--- src/rtl/pftn_pkg.sv ---
// ============================================================================
// Fan triangulator package
// Shared types and fixed field widths for the fan triangulator with normals.
// ============================================================================
package pftn_pkg;

    localparam int IN_COORD_W = 16;
    localparam int VNUM_W     = 13;
    localparam int CORNER_W   = 12;
    localparam int NORMAL_W   = 35;

    localparam logic OP_LOAD  = 1'b0;
    localparam logic OP_INDEX = 1'b1;

    // Position inside the current fan.
    typedef enum logic [1:0] {
        FAN_FIRST,
        FAN_SECOND,
        FAN_EMIT
    } fan_state_t;

    // What the read data of the vertex store, which arrives with this command, is used for.
    typedef enum logic [2:0] {
        ACT_NONE,
        ACT_FIRST,
        ACT_PREV,
        ACT_EMIT,
        ACT_BAD
    } act_t;

    typedef struct packed {
        act_t                act;
        logic [CORNER_W-1:0] corner_a;
        logic [CORNER_W-1:0] corner_b;
        logic [CORNER_W-1:0] corner_c;
    } tri_cmd_t;

endpackage

--- src/rtl/pftn_ctrl.sv ---
// ============================================================================
// Fan control
// Vertex count, range check, fan sequencing and store addressing.
// ============================================================================
module pftn_ctrl
    import pftn_pkg::*;
#(
    parameter int MAX_VERTICES = 4096,
    parameter int AW           = 12,
    parameter int CW           = 13
) (
    input  logic              aclk,
    input  logic              aresetn,
    input  logic              adv,
    input  logic              accept,
    input  logic              op,
    input  logic [VNUM_W-1:0] vertex_number,
    input  logic              polygon_end,
    output logic              wr_en,
    output logic [AW-1:0]     wr_addr,
    output logic [AW-1:0]     rd_addr,
    output tri_cmd_t          cmd
);

    localparam int CMPW = (CW > VNUM_W) ? CW : VNUM_W;

    fan_state_t        fan_reg, fan_next;
    logic              skip_reg, skip_next;
    logic [CW-1:0]     count_reg, count_next;
    logic [AW-1:0]     first_reg, first_next;
    logic [AW-1:0]     prev_reg, prev_next;
    tri_cmd_t          cmd_reg, cmd_next;
    logic [VNUM_W-1:0] idx_full;
    logic [AW-1:0]     idx;
    logic              bad;

    assign idx_full = vertex_number - 1'b1;
    assign idx      = AW'(idx_full);
    assign bad      = (vertex_number == '0) || (CMPW'(vertex_number) > CMPW'(count_reg));
    assign wr_addr  = count_reg[AW-1:0];
    assign rd_addr  = idx;
    assign cmd      = cmd_reg;

    always_ff @(posedge aclk) begin
        if (!aresetn) begin
            fan_reg   <= FAN_FIRST;
            skip_reg  <= 1'b0;
            count_reg <= '0;
            first_reg <= '0;
            prev_reg  <= '0;
            cmd_reg   <= '{act: ACT_NONE, default: '0};
        end else if (adv) begin
            fan_reg   <= fan_next;
            skip_reg  <= skip_next;
            count_reg <= count_next;
            first_reg <= first_next;
            prev_reg  <= prev_next;
            cmd_reg   <= cmd_next;
        end
    end

    always_comb begin
        fan_next   = fan_reg;
        skip_next  = skip_reg;
        count_next = count_reg;
        first_next = first_reg;
        prev_next  = prev_reg;
        cmd_next   = '{act: ACT_NONE, default: '0};
        wr_en      = 1'b0;
        if (accept) begin
            if (op == OP_LOAD) begin
                // A full store drops the load silently.
                if (count_reg < CW'(MAX_VERTICES)) begin
                    wr_en      = 1'b1;
                    count_next = count_reg + 1'b1;
                end
            end else if (skip_reg) begin
                if (polygon_end) begin
                    skip_next = 1'b0;
                    fan_next  = FAN_FIRST;
                end
            end else if (bad) begin
                cmd_next.act = ACT_BAD;
                skip_next    = !polygon_end;
                fan_next     = FAN_FIRST;
            end else begin
                unique case (fan_reg)
                    FAN_FIRST: begin
                        first_next   = idx;
                        fan_next     = FAN_SECOND;
                        cmd_next.act = ACT_FIRST;
                    end
                    FAN_SECOND: begin
                        prev_next    = idx;
                        fan_next     = FAN_EMIT;
                        cmd_next.act = ACT_PREV;
                    end
                    FAN_EMIT: begin
                        prev_next         = idx;
                        cmd_next.act      = ACT_EMIT;
                        cmd_next.corner_a = CORNER_W'(first_reg);
                        cmd_next.corner_b = CORNER_W'(prev_reg);
                        cmd_next.corner_c = CORNER_W'(idx);
                    end
                    default: begin
                        fan_next = FAN_FIRST;
                    end
                endcase
                if (polygon_end) begin
                    fan_next = FAN_FIRST;
                end
            end
        end
    end

endmodule

--- config.mk ---
export PLATFORM = sky130hd
export DESIGN_NAME = pftn_ctrl
export DESIGN_NICKNAME = d
export VERILOG_FILES = /design/src/rtl/pftn_pkg.sv /design/src/rtl/pftn_ctrl.sv
export SDC_FILE = /design/constraint.sdc
export NUM_CORES = 1
export LEC_CHECK = 0
export BUFFER_PORTS_ARGS = -buffer_cell sky130_fd_sc_hd__buf_2
export CORE_ASPECT_RATIO = 0.5
export CORE_MARGIN = 3
export CORE_UTILIZATION = 48
export DETAILED_ROUTE_END_ITERATION = 8
export PLACE_DENSITY = 0.75
export SYNTH_ARGS = -nofsm -noshare
export SYNTH_HDL_FRONTEND = slang
export SYNTH_SLANG_ARGS = --single-unit
--- constraint.sdc ---
create_clock -name aclk -period 2.2 [get_ports aclk]
set_input_delay 0.11 -clock aclk [delete_from_list [all_inputs] [get_ports aclk]]
set_output_delay 0.11 -clock aclk [all_outputs]
set_load 0.02 [all_outputs]
==> flow_summary.json <==
{
  "synth-async-reset-ratio_pct": 0,
  "critical_path_peak_fanout": 12,
  "post-route-period-util_pct": 99.4,
  "cpMaxStageDelayCell": "sky130_fd_sc_hd__dfxtp_1",
  "timing.final.hold_violations": 0,
  "rows": 21,
  "nFillCells": 560,
  "grt_remaining_overflow": 0,
  "final_critical_path_setup_slack_ns": 0.0130,
  "post_synthesis_cell_type_count": 50,
  "post_layout_nonfiller_instances": 579,
  "port_bufs": 82,
  "io_pins": 83,
  "max-clock-path-buffers": 2,
  "dp_cells": 561,
  "cap_violations": 0,
  "finalWirelength_um": 9570,
  "setup-violations-final": 0,
  "firstDrtPassIters": 4,
  "maximum_vdd_drop_uv": 409,
  "track_usage_pct": 21.7,
  "clk_latency_ns": 0.35,
  "wire_length_of_the_first_global_routing_pass_um": 14400,
  "htree_levels": 3,
  "worst_path_arrival_time_ns": 2.40,
  "timing.setup.critical_path_class": "register to register",
  "start_kind": "register",
  "post-synth-top-area-fraction_pct": 43.5,
  "intPower_mw": 2.45,
  "netlist_area_um2": 3630,
  "drtIter0Drc": 190,
  "power.density_nw_per_um2": 701,
  "max_freq_ghz": 0.457,
  "hold_path.class": "input pin to register",
  "power.share.combinational_pct": 9.2,
  "fin_area_um2": 4710,
  "final.setup.tns_ns": 0,
  "synth_sequential_area_ratio_pct": 43.5,
  "mappedNetlistNets": 427,
  "synth-edff-count": 0,
  "synth_most_common_cell": "sky130_fd_sc_hd__dfxtp_1",
  "antenna_found_initial": 0,
  "die-area_um2": 8720,
  "fin_nets": 522,
  "tritoncts_clock_tree": "yes",
  "place.detailed.hpwl_um": 6670,
  "placed_cell_area_um2": 4210,
  "p_sw_uw": 850,
  "avgViaCountPerCell": 5.48,
  "antenna_cells_inserted": 0,
  "vias": 3174,
  "grt_start_max_net_pins": 39,
  "syn2layout_area_growth_pct": 29.5,
  "synth.cells.most_frequent": "sky130_fd_sc_hd__dfxtp_1 (79), sky130_fd_sc_hd__nand2_1 (37), sky130_fd_sc_hd__a22o_1 (31), sky130_fd_sc_hd__inv_1 (25), sky130_fd_sc_hd__nor2_1 (22)",
  "max-slew-margin-rel_pct": 59.5,
  "series_of_cell_instances_along_the_critical_path": "inv_1, ha_1, a211oi_1, o21a_1, o311ai_4, o21a_2, buf_8, nor4_1, nor3_1",
  "p_clk_share_pct": 47.1,
  "final_replace_weighted_congestion": 0.837,
  "detailedPlace.worstSlack_ns": 0.00608,
  "grt_pass1_vias": 2864,
  "number_of_flip_flops_under_the_largest_register_name": 39,
  "drt_drc_violations_left": 0,
  "end_kind": "register",
  "netSwitchingFraction_pct": 25.8,
  "clockRootBuffer": "sky130_fd_sc_hd__clkbuf_16",
  "post_synth_main_area_contributors": "sky130_fd_sc_hd__dfxtp_1 (44%), sky130_fd_sc_hd__a22o_1 (7.5%), sky130_fd_sc_hd__ha_1 (7.2%)",
  "clock_sinks": 79,
  "leakage_nw": 2.08,
  "slew_at_the_pin_closest_to_its_max_slew_limit_ns": 0.607,
  "cts_made_buffers": 9,
  "ant_nets": 0,
  "yosysWarningCount": 0,
  "status": "finished, final reports clean",
  "detail_route.wl_per_cell_um": 16.5,
  "clk_transition_reported_paths_ns": 0.06,
  "floorplan.initialDensity_pct": 51.8,
  "die_h_um": 67.5,
  "synthFlopType": "sky130_fd_sc_hd__dfxtp_1",
  "layout.core_utilization_pct": 67.1,
  "final.setup_skew_ns": 0.00863,
  "synth.largest_area_cell": "sky130_fd_sc_hd__dfxtp_1",
  "postSynthRegisterBits": 79,
  "pwr-share-seq_pct": 43.7,
  "timing_max_transition_violations_final": 0,
  "synth_cells": 387,
  "crit_path_max_incr_delay_ns": 0.34,
  "min_period_ns": 2.19,
  "placeableCoreArea_um2": 7020,
  "cts_hold_buffers": 0,
  "post_route_cells_drive_above_1_share_pct": 33.7,
  "timing.critical_path.required_ns": 2.42,
  "dieWidth_um": 129,
  "syn_avg_cell_area_um2": 9.39
}
[logic make-up (layout without fill, tap and decap cells)]
| kind of cell | after synthesis | count (layout) | share of synthesized area [%] |
|---|---|---|---|
| compound gates | 81 | 81 | 16.7 |
| buf+inv | 58 | 157 | 7.99 |
| simple gates | 119 | 120 | 17.0 |
| fa+ha+maj | 21 | 21 | 7.23 |
| mux | 11 | 11 | 3.03 |
| flops | 79 | 79 | 43.5 |
| xor+xnor | 18 | 18 | 4.54 |
[layout by cell type (no fill, tap or decap), drive strengths merged, types with 2 or more instances in the layout]
cell,Yosys,routed
o21ai,11,11
nor4,12,12
inv,25,29
and3,4,5
ha,21,21
a41o,2,2
xnor2,12,12
o41ai,3,3
o21a,2,2
a21o,2,2
clkbuf,10,9
nor2,22,22
nand4,4,4
a32o,2,2
a31oi,9,9
dfxtp,79,79
nand3,12,12
nand2,37,37
mux2i,11,11
xor2,6,6
a21oi,13,13
or3,3,3
nor3b,3,3
nor3,16,16
a22o,31,31
buf,23,116
[repair_timing]
item	CTS	global route
endpoints found under the setup margin	30	66
cloned	0	1
gates resized for setup	2	27
pin swaps	1	4
buffers inserted	0	1
[power groups by stage]
stage / Combinational, mW / Sequential [mW] / Clock (mW)
after floorplan: 0.152 / 1.48 / 0
after global placement: 0.261 / 1.47 / 0
after detailed placement: 0.264 / 1.47 / 0
after CTS: 0.269 / 1.44 / 1.58
after global routing: 0.327 / 1.44 / 1.65
final: 0.303 / 1.44 / 1.55
[metrics by stage]
step,total power [mW],hold slack [ns]
3_5_place_dp,1.74,0.436
4_1_cts,3.29,0.0697
2_1_floorplan,1.63,0.225
6_report,3.30,0.0855
3_3_place_gp,1.74,0.430
5_1_grt,3.42,0.0694
[final timing paths]
check / start / endpoint / slack [ns] / cells past startpoint
setup / recovery: count_reg[8] / prev_reg[6] / 0.01 / 9
hold / removal: vertex_number[0] / cmd[0] / 0.09 / 2
setup reg to reg: count_reg[8] / prev_reg[6] / 0.01 / 9
hold reg to reg: cmd[0] / cmd[0] / 0.45 / 2
[cell type report]
cell class                 instances  area, µm²  share of cell area (%)
clock buffer                       9        225                    4.78
clock inverter                     7       86.3                    1.83
inverter                          25       93.8                    1.99
multi-input combinational        251       1920                    40.8
sequential                        79       1580                    33.7
tap                               92        115                    2.45
timing repair buffer             116        681                    14.5
[critical path, delay by kind of cell (launching register included)]
family,cells,cell delay [ns]
compound gates,4,0.82
fa+ha+maj,1,0.29
buf+inv,2,0.22
simple gates,2,0.39
flops,1,0.34
[per-layer routing]
metal | up-vias | GRT usage, % | wire length, µm
met2 | 88 | 32.4 | 4410
met4 | 0 | 4.97 | 56
li1 | 1562 | - | -
met1 | 1516 | 30.1 | 4540
met3 | 8 | 7.74 | 569
met5 | - | 0 | 0
Power figures use the tool's default switching activity.
